===== config.mk =====
export PLATFORM = sky130hd
export DESIGN_NAME = tcp_connection_fsm_unit_flat
export DESIGN_NICKNAME = d
export VERILOG_FILES = /design/src/rtl/tcpfsm_pkg.sv /design/src/rtl/tcpfsm_evt_if.sv /design/src/rtl/tcpfsm_res_if.sv /design/src/rtl/tcpfsm_in_stage.sv /design/src/rtl/tcpfsm_engine.sv /design/src/rtl/tcp_connection_fsm_unit.sv /design/src/flat_wrapper.sv
export SDC_FILE = /design/constraint.sdc
export NUM_CORES = 1
export LEC_CHECK = 0
export BUFFER_PORTS_ARGS = -buffer_cell sky130_fd_sc_hd__buf_2
export CORE_MARGIN = 2
export CORE_UTILIZATION = 40
export CTS_CLUSTER_DIAMETER = 60
export DETAILED_ROUTE_END_ITERATION = 10
export GPL_TIMING_DRIVEN = 0
export PLACE_DENSITY = 0.7
export SETUP_SLACK_MARGIN = 0.02
export SLEW_MARGIN = 20
export SYNTH_ARGS = -nofsm -noshare
export SYNTH_HDL_FRONTEND = slang
export SYNTH_HIERARCHICAL = 1
export SYNTH_SLANG_ARGS = --single-unit

===== constraint.sdc =====
create_clock -name clk_i -period 5.7 [get_ports clk_i]
set_clock_uncertainty 0.2 [all_clocks]
set_input_delay 0.855 -clock clk_i [delete_from_list [all_inputs] [get_ports clk_i]]
set_output_delay 0.855 -clock clk_i [all_outputs]
set_load 0.05 [all_outputs]

===== src/rtl/tcpfsm_pkg.sv =====
// ----------------------------------------------------------------------------
// tcpfsm_pkg
// Types and codes shared by the TCP connection state machine block.
// ----------------------------------------------------------------------------
`default_nettype none

package tcpfsm_pkg;

  localparam int unsigned SeqW  = 32;
  localparam int unsigned LenW  = 16;
  localparam int unsigned FlagW = 3;
  localparam int unsigned FuncW = 3;
  localparam int unsigned StW   = 4;

  localparam logic [FlagW-1:0] FlagSyn = 3'd1;
  localparam logic [FlagW-1:0] FlagAck = 3'd2;
  localparam logic [FlagW-1:0] FlagFin = 3'd4;

  typedef enum logic [StW-1:0] {
    ST_CLOSED      = 4'd0,
    ST_LISTEN      = 4'd1,
    ST_SYN_SENT    = 4'd2,
    ST_SYN_RCVD    = 4'd3,
    ST_ESTABLISHED = 4'd4,
    ST_FIN_WAIT_1  = 4'd5,
    ST_FIN_WAIT_2  = 4'd6,
    ST_WAIT_2MSL   = 4'd7,
    ST_CLOSE_WAIT  = 4'd8,
    ST_LAST_ACK    = 4'd9
  } conn_state_e;

  typedef enum logic [FuncW-1:0] {
    FN_LISTEN  = 3'd0,
    FN_OPEN    = 3'd1,
    FN_SEND    = 3'd2,
    FN_CLOSE   = 3'd3,
    FN_TICK    = 3'd4,
    FN_SEGMENT = 3'd5
  } func_e;

  typedef struct packed {
    logic [FuncW-1:0] func;
    logic [FlagW-1:0] seg_flags;
    logic [SeqW-1:0]  seg_seq;
    logic [LenW-1:0]  seg_len;
    logic [LenW-1:0]  send_len;
  } evt_t;

  typedef struct packed {
    logic             reply_present;
    logic [FlagW-1:0] reply_flags;
    logic [SeqW-1:0]  reply_seq;
    logic [SeqW-1:0]  reply_ack;
    logic [LenW-1:0]  reply_len;
    logic [StW-1:0]   conn_state;
    logic             seg_accepted;
    logic [SeqW-1:0]  reject_total;
  } res_t;

endpackage

`default_nettype wire


===== src/rtl/tcpfsm_evt_if.sv =====
// ----------------------------------------------------------------------------
// tcpfsm_evt_if
// Event channel: valid/ready handshake with the event fields.
// ----------------------------------------------------------------------------
`default_nettype none

interface tcpfsm_evt_if;
  logic        valid;
  logic        ready;
  logic [2:0]  func;
  logic [2:0]  seg_flags;
  logic [31:0] seg_seq;
  logic [15:0] seg_len;
  logic [15:0] send_len;

  modport source (output valid, func, seg_flags, seg_seq, seg_len, send_len,
                  input ready);
  modport sink   (input valid, func, seg_flags, seg_seq, seg_len, send_len,
                  output ready);
endinterface

`default_nettype wire


===== src/rtl/tcpfsm_res_if.sv =====
// ----------------------------------------------------------------------------
// tcpfsm_res_if
// Result channel: valid/ready handshake with reply segment and status.
// ----------------------------------------------------------------------------
`default_nettype none

interface tcpfsm_res_if;
  logic        valid;
  logic        ready;
  logic        reply_present;
  logic [2:0]  reply_flags;
  logic [31:0] reply_seq;
  logic [31:0] reply_ack;
  logic [15:0] reply_len;
  logic [3:0]  conn_state;
  logic        seg_accepted;
  logic [31:0] reject_total;

  modport source (output valid, reply_present, reply_flags, reply_seq, reply_ack,
                  reply_len, conn_state, seg_accepted, reject_total,
                  input ready);
  modport sink   (input valid, reply_present, reply_flags, reply_seq, reply_ack,
                  reply_len, conn_state, seg_accepted, reject_total,
                  output ready);
endinterface

`default_nettype wire


===== src/rtl/tcpfsm_in_stage.sv =====
// ----------------------------------------------------------------------------
// tcpfsm_in_stage
// Input register stage for event transactions.
// ----------------------------------------------------------------------------
`default_nettype none

module tcpfsm_in_stage
  import tcpfsm_pkg::*;
(
  input  wire logic clk_i,
  input  wire logic rst_ni,
  input  wire logic up_valid_i,
  output logic      up_ready_o,
  input  wire evt_t up_data_i,
  output logic      dn_valid_o,
  input  wire logic dn_ready_i,
  output evt_t      dn_data_o
);

  logic valid_q;
  evt_t data_q;

  assign up_ready_o = !valid_q || dn_ready_i;
  assign dn_valid_o = valid_q;
  assign dn_data_o  = data_q;

  always_ff @(posedge clk_i or negedge rst_ni) begin
    if (!rst_ni) begin
      valid_q <= 1'b0;
    end else if (up_ready_o) begin
      valid_q <= up_valid_i;
    end
  end

  always_ff @(posedge clk_i) begin
    if (up_ready_o && up_valid_i) begin
      data_q <= up_data_i;
    end
  end

endmodule

`default_nettype wire


===== src/rtl/tcpfsm_engine.sv =====
// ----------------------------------------------------------------------------
// tcpfsm_engine
// Connection state, sequence tracking and result register.
// ----------------------------------------------------------------------------
`default_nettype none

module tcpfsm_engine
  import tcpfsm_pkg::*;
(
  input  wire logic            clk_i,
  input  wire logic            rst_ni,
  input  wire logic [SeqW-1:0] iss_i,
  input  wire logic            evt_valid_i,
  output logic                 evt_ready_o,
  input  wire evt_t            evt_i,
  output logic                 res_valid_o,
  input  wire logic            res_ready_i,
  output res_t                 res_o
);

  conn_state_e     st_q, st_d;
  logic [SeqW-1:0] snd_nxt_q, snd_nxt_d;
  logic [SeqW-1:0] rcv_nxt_q, rcv_nxt_d;
  logic            acc_q, acc_d;
  logic [SeqW-1:0] rej_q, rej_d;
  logic            res_valid_q;
  res_t            res_q, res_d;
  logic            fire;
  logic            syn, ack, fin;

  assign evt_ready_o = !res_valid_q || res_ready_i;
  assign fire        = evt_valid_i && evt_ready_o;
  assign res_valid_o = res_valid_q;
  assign res_o       = res_q;

  assign syn = |(evt_i.seg_flags & FlagSyn);
  assign ack = |(evt_i.seg_flags & FlagAck);
  assign fin = |(evt_i.seg_flags & FlagFin);

  always_comb begin
    st_d      = st_q;
    snd_nxt_d = snd_nxt_q;
    rcv_nxt_d = rcv_nxt_q;
    acc_d     = acc_q;
    rej_d     = rej_q;
    res_d     = '0;
    case (evt_i.func)
      FN_LISTEN: begin
        st_d = ST_LISTEN;
      end
      FN_OPEN: begin
        res_d.reply_present = 1'b1;
        res_d.reply_flags   = FlagSyn;
        res_d.reply_seq     = iss_i;
        snd_nxt_d           = iss_i + 32'd1;
        st_d                = ST_SYN_SENT;
      end
      FN_SEND: begin
        if (st_q == ST_ESTABLISHED) begin
          res_d.reply_present = 1'b1;
          res_d.reply_flags   = FlagAck;
          res_d.reply_seq     = snd_nxt_q;
          res_d.reply_ack     = rcv_nxt_q;
          res_d.reply_len     = evt_i.send_len;
          snd_nxt_d           = snd_nxt_q + {16'd0, evt_i.send_len};
        end
      end
      FN_CLOSE: begin
        if (st_q == ST_ESTABLISHED || st_q == ST_CLOSE_WAIT) begin
          res_d.reply_present = 1'b1;
          res_d.reply_flags   = FlagFin;
          res_d.reply_seq     = snd_nxt_q;
          res_d.reply_ack     = rcv_nxt_q;
          snd_nxt_d           = snd_nxt_q + 32'd1;
          st_d = (st_q == ST_ESTABLISHED) ? ST_FIN_WAIT_1 : ST_LAST_ACK;
        end
      end
      FN_TICK: begin
        if (st_q == ST_WAIT_2MSL) begin
          st_d = ST_CLOSED;
        end
      end
      FN_SEGMENT: begin
        acc_d = 1'b1;
        if (st_q == ST_LISTEN && syn && !ack) begin
          rcv_nxt_d           = evt_i.seg_seq + 32'd1;
          res_d.reply_present = 1'b1;
          res_d.reply_flags   = FlagSyn | FlagAck;
          res_d.reply_seq     = iss_i;
          res_d.reply_ack     = rcv_nxt_d;
          snd_nxt_d           = iss_i + 32'd1;
          st_d                = ST_SYN_RCVD;
        end else if (st_q == ST_SYN_SENT && syn && ack) begin
          rcv_nxt_d           = evt_i.seg_seq + 32'd1;
          res_d.reply_present = 1'b1;
          res_d.reply_flags   = FlagAck;
          res_d.reply_seq     = snd_nxt_q;
          res_d.reply_ack     = rcv_nxt_d;
          st_d                = ST_ESTABLISHED;
        end else if (st_q == ST_SYN_RCVD && ack && !syn) begin
          st_d = ST_ESTABLISHED;
        end else if (st_q == ST_ESTABLISHED && evt_i.seg_len != '0) begin
          rcv_nxt_d           = evt_i.seg_seq + {16'd0, evt_i.seg_len};
          res_d.reply_present = 1'b1;
          res_d.reply_flags   = FlagAck;
          res_d.reply_seq     = snd_nxt_q;
          res_d.reply_ack     = rcv_nxt_d;
        end else if (st_q == ST_ESTABLISHED && ack && !fin) begin
          st_d = ST_ESTABLISHED;
        end else if (st_q == ST_ESTABLISHED && fin) begin
          rcv_nxt_d           = evt_i.seg_seq + 32'd1;
          res_d.reply_present = 1'b1;
          res_d.reply_flags   = FlagAck;
          res_d.reply_seq     = snd_nxt_q;
          res_d.reply_ack     = rcv_nxt_d;
          st_d                = ST_CLOSE_WAIT;
        end else if (st_q == ST_FIN_WAIT_1 && ack && !fin) begin
          st_d = ST_FIN_WAIT_2;
        end else if (st_q == ST_FIN_WAIT_2 && fin) begin
          rcv_nxt_d           = evt_i.seg_seq + 32'd1;
          res_d.reply_present = 1'b1;
          res_d.reply_flags   = FlagAck;
          res_d.reply_seq     = snd_nxt_q;
          res_d.reply_ack     = rcv_nxt_d;
          st_d                = ST_WAIT_2MSL;
        end else if (st_q == ST_LAST_ACK && ack) begin
          st_d = ST_CLOSED;
        end else begin
          acc_d = 1'b0;
          rej_d = rej_q + 32'd1;
        end
      end
      default: begin
      end
    endcase
    res_d.conn_state   = st_d;
    res_d.seg_accepted = acc_d;
    res_d.reject_total = rej_d;
  end

  always_ff @(posedge clk_i or negedge rst_ni) begin
    if (!rst_ni) begin
      st_q        <= ST_CLOSED;
      snd_nxt_q   <= '0;
      rcv_nxt_q   <= '0;
      acc_q       <= 1'b0;
      rej_q       <= '0;
      res_valid_q <= 1'b0;
    end else begin
      if (evt_ready_o) begin
        res_valid_q <= evt_valid_i;
      end
      if (fire) begin
        st_q      <= st_d;
        snd_nxt_q <= snd_nxt_d;
        rcv_nxt_q <= rcv_nxt_d;
        acc_q     <= acc_d;
        rej_q     <= rej_d;
      end
    end
  end

  always_ff @(posedge clk_i) begin
    if (fire) begin
      res_q <= res_d;
    end
  end

endmodule

`default_nettype wire


===== src/rtl/tcp_connection_fsm_unit.sv =====
// ----------------------------------------------------------------------------
// tcp_connection_fsm_unit
// One TCP endpoint: connection state machine with reply segment generation.
// ----------------------------------------------------------------------------
// Takes one event transaction per clock and returns exactly one result
// transaction per event, in order. An event passes an input register and is
// then processed against the connection state combinationally, the result
// landing in an output register from which it is offered. Throughput is one
// event per cycle as long as the result side keeps taking transactions; a
// stalled result side holds off new events once both registers are full. The
// initial send sequence number is written through cfg_we_i/cfg_wdata_i while
// no event is in flight; it takes effect at the next open or passive SYN.
`default_nettype none

module tcp_connection_fsm_unit
  import tcpfsm_pkg::*;
(
  input  wire logic        clk_i,
  input  wire logic        rst_ni,
  input  wire logic        cfg_we_i,
  input  wire logic [31:0] cfg_wdata_i,
  tcpfsm_evt_if.sink       evt_i,
  tcpfsm_res_if.source     res_o
);

  logic [SeqW-1:0] iss_q;
  evt_t            evt_in;
  evt_t            evt_reg;
  logic            evt_reg_valid;
  logic            evt_reg_ready;
  res_t            res;

  always_ff @(posedge clk_i or negedge rst_ni) begin
    if (!rst_ni) begin
      iss_q <= '0;
    end else if (cfg_we_i) begin
      iss_q <= cfg_wdata_i;
    end
  end

  assign evt_in.func      = evt_i.func;
  assign evt_in.seg_flags = evt_i.seg_flags;
  assign evt_in.seg_seq   = evt_i.seg_seq;
  assign evt_in.seg_len   = evt_i.seg_len;
  assign evt_in.send_len  = evt_i.send_len;

  tcpfsm_in_stage u_in_stage (
    .clk_i      (clk_i),
    .rst_ni     (rst_ni),
    .up_valid_i (evt_i.valid),
    .up_ready_o (evt_i.ready),
    .up_data_i  (evt_in),
    .dn_valid_o (evt_reg_valid),
    .dn_ready_i (evt_reg_ready),
    .dn_data_o  (evt_reg)
  );

  tcpfsm_engine u_engine (
    .clk_i       (clk_i),
    .rst_ni      (rst_ni),
    .iss_i       (iss_q),
    .evt_valid_i (evt_reg_valid),
    .evt_ready_o (evt_reg_ready),
    .evt_i       (evt_reg),
    .res_valid_o (res_o.valid),
    .res_ready_i (res_o.ready),
    .res_o       (res)
  );

  assign res_o.reply_present = res.reply_present;
  assign res_o.reply_flags   = res.reply_flags;
  assign res_o.reply_seq     = res.reply_seq;
  assign res_o.reply_ack     = res.reply_ack;
  assign res_o.reply_len     = res.reply_len;
  assign res_o.conn_state    = res.conn_state;
  assign res_o.seg_accepted  = res.seg_accepted;
  assign res_o.reject_total  = res.reject_total;

endmodule

`default_nettype wire

===== src/flat_wrapper.sv =====
// flat-port wrapper written by rule: the top's interface ports become plain ports
module tcp_connection_fsm_unit_flat import tcpfsm_pkg::*;
  (clk_i, rst_ni, cfg_we_i, cfg_wdata_i, evt_i_valid, evt_i_func, evt_i_seg_flags, evt_i_seg_seq, evt_i_seg_len, evt_i_send_len, evt_i_ready, res_o_valid, res_o_reply_present, res_o_reply_flags, res_o_reply_seq, res_o_reply_ack, res_o_reply_len, res_o_conn_state, res_o_seg_accepted, res_o_reject_total, res_o_ready);
  tcpfsm_evt_if evt_i_i ();
  tcpfsm_res_if res_o_i ();
  input  wire logic clk_i;
  input  wire logic rst_ni;
  input  wire logic cfg_we_i;
  input  wire logic [31:0] cfg_wdata_i;
  input wire logic [$bits(evt_i_i.valid)-1:0] evt_i_valid;
  input wire logic [$bits(evt_i_i.func)-1:0] evt_i_func;
  input wire logic [$bits(evt_i_i.seg_flags)-1:0] evt_i_seg_flags;
  input wire logic [$bits(evt_i_i.seg_seq)-1:0] evt_i_seg_seq;
  input wire logic [$bits(evt_i_i.seg_len)-1:0] evt_i_seg_len;
  input wire logic [$bits(evt_i_i.send_len)-1:0] evt_i_send_len;
  output wire logic [$bits(evt_i_i.ready)-1:0] evt_i_ready;
  output wire logic [$bits(res_o_i.valid)-1:0] res_o_valid;
  output wire logic [$bits(res_o_i.reply_present)-1:0] res_o_reply_present;
  output wire logic [$bits(res_o_i.reply_flags)-1:0] res_o_reply_flags;
  output wire logic [$bits(res_o_i.reply_seq)-1:0] res_o_reply_seq;
  output wire logic [$bits(res_o_i.reply_ack)-1:0] res_o_reply_ack;
  output wire logic [$bits(res_o_i.reply_len)-1:0] res_o_reply_len;
  output wire logic [$bits(res_o_i.conn_state)-1:0] res_o_conn_state;
  output wire logic [$bits(res_o_i.seg_accepted)-1:0] res_o_seg_accepted;
  output wire logic [$bits(res_o_i.reject_total)-1:0] res_o_reject_total;
  input wire logic [$bits(res_o_i.ready)-1:0] res_o_ready;
  assign evt_i_i.valid = evt_i_valid;
  assign evt_i_i.func = evt_i_func;
  assign evt_i_i.seg_flags = evt_i_seg_flags;
  assign evt_i_i.seg_seq = evt_i_seg_seq;
  assign evt_i_i.seg_len = evt_i_seg_len;
  assign evt_i_i.send_len = evt_i_send_len;
  assign evt_i_ready = evt_i_i.ready;
  assign res_o_valid = res_o_i.valid;
  assign res_o_reply_present = res_o_i.reply_present;
  assign res_o_reply_flags = res_o_i.reply_flags;
  assign res_o_reply_seq = res_o_i.reply_seq;
  assign res_o_reply_ack = res_o_i.reply_ack;
  assign res_o_reply_len = res_o_i.reply_len;
  assign res_o_conn_state = res_o_i.conn_state;
  assign res_o_seg_accepted = res_o_i.seg_accepted;
  assign res_o_reject_total = res_o_i.reject_total;
  assign res_o_i.ready = res_o_ready;
  tcp_connection_fsm_unit u_core (.clk_i(clk_i), .rst_ni(rst_ni), .cfg_we_i(cfg_we_i), .cfg_wdata_i(cfg_wdata_i), .evt_i(evt_i_i), .res_o(res_o_i));
endmodule

==> results.json <==
{
  "status": "complete, but fails checks",
  "violations": "negative hold slack",
  "postSynthAreaPerCell_um2": 10.6,
  "synth_xor_area_frac": 0.0766,
  "port_buffers": 228,
  "cts_tree": "built",
  "synth_edf_count": 191,
  "synthFlopType": "edfxtp_1",
  "r2r_end": "u_core/u_engine/res_o[75]",
  "grt_pass1_wl_um": 83100,
  "crit_cells": 10,
  "fp.dieW_um": 215,
  "yosysWarnings": 6,
  "whs_ns": -0.00323,
  "die_h_um": 215,
  "max-vdd-ir-drop_mv": 0.206,
  "critPathTopFamily": "compound AO/OA/AOI/OAI gates",
  "htree_levels": 2,
  "critPathLaunchType": "register",
  "synth_area_mm2": 0.0178,
  "reg2reg_from": "u_core/u_in_stage/dn_data_o[32]",
  "end_kind": "register",
  "synth_top_family_by_area": "simple AND/OR/NAND/NOR gates",
  "clk_latency_ns": 0.58,
  "fmax_ghz": 0.230,
  "synth_seq_area_share": 0.511,
  "cts_root_buffer": "clkbuf_16",
  "synth-simple-area-share": 0.165,
  "grt_max_degree": 76,
  "finalCritPeriodShare": 0.762,
  "period_minus_slack_ns": 4.35,
  "gr-total-overflow": 0,
  "cap_violations": 0,
  "crit_fanout": 10,
  "path_class": "register to register",
  "max_slew.worst_pin.slew_ns": 1.18,
  "layout_common_cells": "buf_2 (235), edfxtp_1 (191), nand2_1 (184)",
  "worst_path_max_delay_cell": "a31oi_1",
  "grt_usage": 0.231,
  "ys_seq_elements": 326,
  "hpwlAfterDp_um": 38800,
  "crit_buf_inv": 0,
  "grt_setup_unrepaired": "false",
  "cpPeakStageDelay_ns": 0.90,
  "final_nets": 2105,
  "layoutNonFillerInstCount": 2586,
  "io_pins": 230,
  "synthArstFlopShare": 0.414,
  "wl_per_cell_um": 20.9,
  "power_per_cell_area_mw_per_mm2": 367,
  "synth_fa_ha_area_frac": 0.0268,
  "syn-num-nets": 1829,
  "dieArea_mm2": 0.0463,
  "drc": 0,
  "synth.area.mux_share": 0.0462,
  "rrSetupSlack_ns": 1.35,
  "dr.pass1.iters": 5,
  "crit_required_ns": 5.81,
  "clock_sinks": 326,
  "maxSlewHeadroom": 0.213,
  "netlist_instances": 1685,
  "dp_cells": 2509,
  "totalWireLength_um": 54000,
  "antenna_found_initial": 1,
  "post_cts_buffers": 0,
  "final_common_cell": "buf_2",
  "nFillCells": 4121,
  "numCtsBuffers": 42,
  "vias": 14800,
  "grt_pass1_vias": 14400,
  "arrival_ns": 4.45,
  "antennaDiodeCount": 0,
  "reg2reg_depth": 10,
  "final_cell_area_mm2": 0.0213,
  "drive_above_1_share": 0.193,
  "vias_per_cell": 5.72,
  "ant_nets": 0,
  "cts_resized": 0,
  "worstPathCellList": "ha_1 -> fa_1 -> a211oi_1 -> o21bai_1 -> a21oi_1 -> o31ai_1 -> a31oi_1 -> nor3_1 -> a221o_1 -> a22o_1",
  "placementRows": 77,
  "start_util": 0.404,
  "placed_area_mm2": 0.0198,
  "yosysUniqueCellTypes": 82,
  "hold_path.class": "input port to async pin",
  "ctsHoldBuffers": 0,
  "slew_viol_final": 0,
  "syn_to_final_growth_pct": 19.2,
  "core_region_area_mm2": 0.0441,
  "synth_compound_area_frac": 0.145,
  "clockBufferDepth": 3,
  "clkTransAtPathRegs_ns": 0.07,
  "setup_viol_count_final": 0,
  "drtIter0Drc": 1294,
  "power_leakage_nw": 8.66,
  "gp_congestion": 0.973,
  "hold_viol": 3
}
-- layout make-up --
type	count	area, um2	area share
Clock inverter	30	309	0.0145
Timing Repair Buffer	232	1240	0.0583
Tap cell	592	741	0.0349
Clock buffer	47	1130	0.0533
Multi-Input combinational cell	1237	8180	0.385
Buffer	95	434	0.0204
Sequential cell	326	9110	0.429
Inverter	27	101	0.00477
-- Yosys cell counts, types with 12 or more instances --
| cell type | n | share of area |
|---|---|---|
| a211oi_1 | 14 | 0.0059 |
| a21o_1 | 19 | 0.0080 |
| a21oi_1 | 69 | 0.019 |
| a22o_1 | 43 | 0.021 |
| a22oi_1 | 15 | 0.0063 |
| a31oi_1 | 16 | 0.0056 |
| and3_1 | 44 | 0.015 |
| clkbuf_1 | 74 | 0.016 |
| dfrtp_1 | 135 | 0.19 |
| edfxtp_1 | 191 | 0.32 |
| ha_1 | 35 | 0.025 |
| inv_1 | 27 | 0.0057 |
| mux2_4 | 30 | 0.025 |
| mux2i_1 | 26 | 0.015 |
| nand2_1 | 184 | 0.039 |
| nand2b_1 | 17 | 0.0060 |
| nand3_1 | 74 | 0.021 |
| nand4_1 | 25 | 0.0088 |
| nor2_1 | 123 | 0.026 |
| nor3_1 | 43 | 0.012 |
| o211ai_1 | 16 | 0.0067 |
| o21a_1 | 14 | 0.0059 |
| o21ai_0 | 93 | 0.026 |
| or4_1 | 12 | 0.0051 |
| xnor2_1 | 89 | 0.044 |
| xor2_1 | 65 | 0.032 |
-- registers in the layout (all words and copies together) (netlist names) --
register	cells
u_core/u_engine/st_q	4
u_core/u_engine/res_o	121
u_core/u_in_stage/dn_valid_o	1
u_core/u_engine/snd_nxt_q	32
u_core/u_in_stage/dn_data_o	70
u_core/u_engine/acc_q	1
u_core/iss_q	32
u_core/u_engine/res_valid_o	1
u_core/u_engine/rej_q	32
u_core/u_engine/rcv_nxt_q	32
-- worst max-delay path by stage --
stage | from | end
2_1_floorplan | res_o_ready | u_core/u_engine/rej_q[19]
3_3_place_gp | res_o_ready | u_core/u_engine/rej_q[27]
3_5_place_dp | u_core/u_in_stage/dn_data_o[32] | u_core/u_engine/res_o[71]
4_1_cts | u_core/u_in_stage/dn_data_o[32] | u_core/u_engine/res_o[75]
5_1_grt | u_core/u_in_stage/dn_data_o[32] | u_core/u_engine/res_o[77]
6_report | u_core/u_in_stage/dn_data_o[32] | u_core/u_engine/res_o[75]
-- kinds of logic after synthesis --
group,count (synthesis)
AO/OA/AOI/OAI,380
flip-flops,326
multiplexers,66
AND/OR/NAND/NOR,599
XOR/XNOR,155
adder cells (fa/ha/maj),37
buffers and inverters,122
-- layer usage --
metal  vias up  global-route usage  wire length (um)  part of all wire
met5         -                   0                 0                 0
met4         0              0.0910              1980             0.037
met3       132              0.0517              4380             0.081
met2       667               0.369             24800              0.46
met1      7173               0.305             22900              0.42
li1       6813                   -                 -                 -
-- where the power goes --
group	switching (mW)	total [mW]	internal [mW]
clock	1.14	2.71	1.57
sequential	0.338	3.22	2.88
combinational	1.21	1.88	0.670
total	2.69	7.80	5.12
-- through the flow --
stage | utilization | TNS (ns) | hold WS (ns) | total power, mW | setup WS [ns]
after floorplan | - | 0 | 0.239 | 4.53 | 0.105
after global placement | 0.447 | -245.23 | 0.261 | 5.06 | -2.21
after detailed placement | 0.449 | 0 | 0.257 | 5.10 | 1.54
after CTS | 0.482 | 0 | 0.0185 | 7.84 | 1.48
after global routing | 0.482 | 0 | 0.0339 | 8.18 | 1.22
final | 0.482 | 0 | -0.00323 | 7.80 | 1.35
No activity file was read; power rests on OpenSTA's default activity.
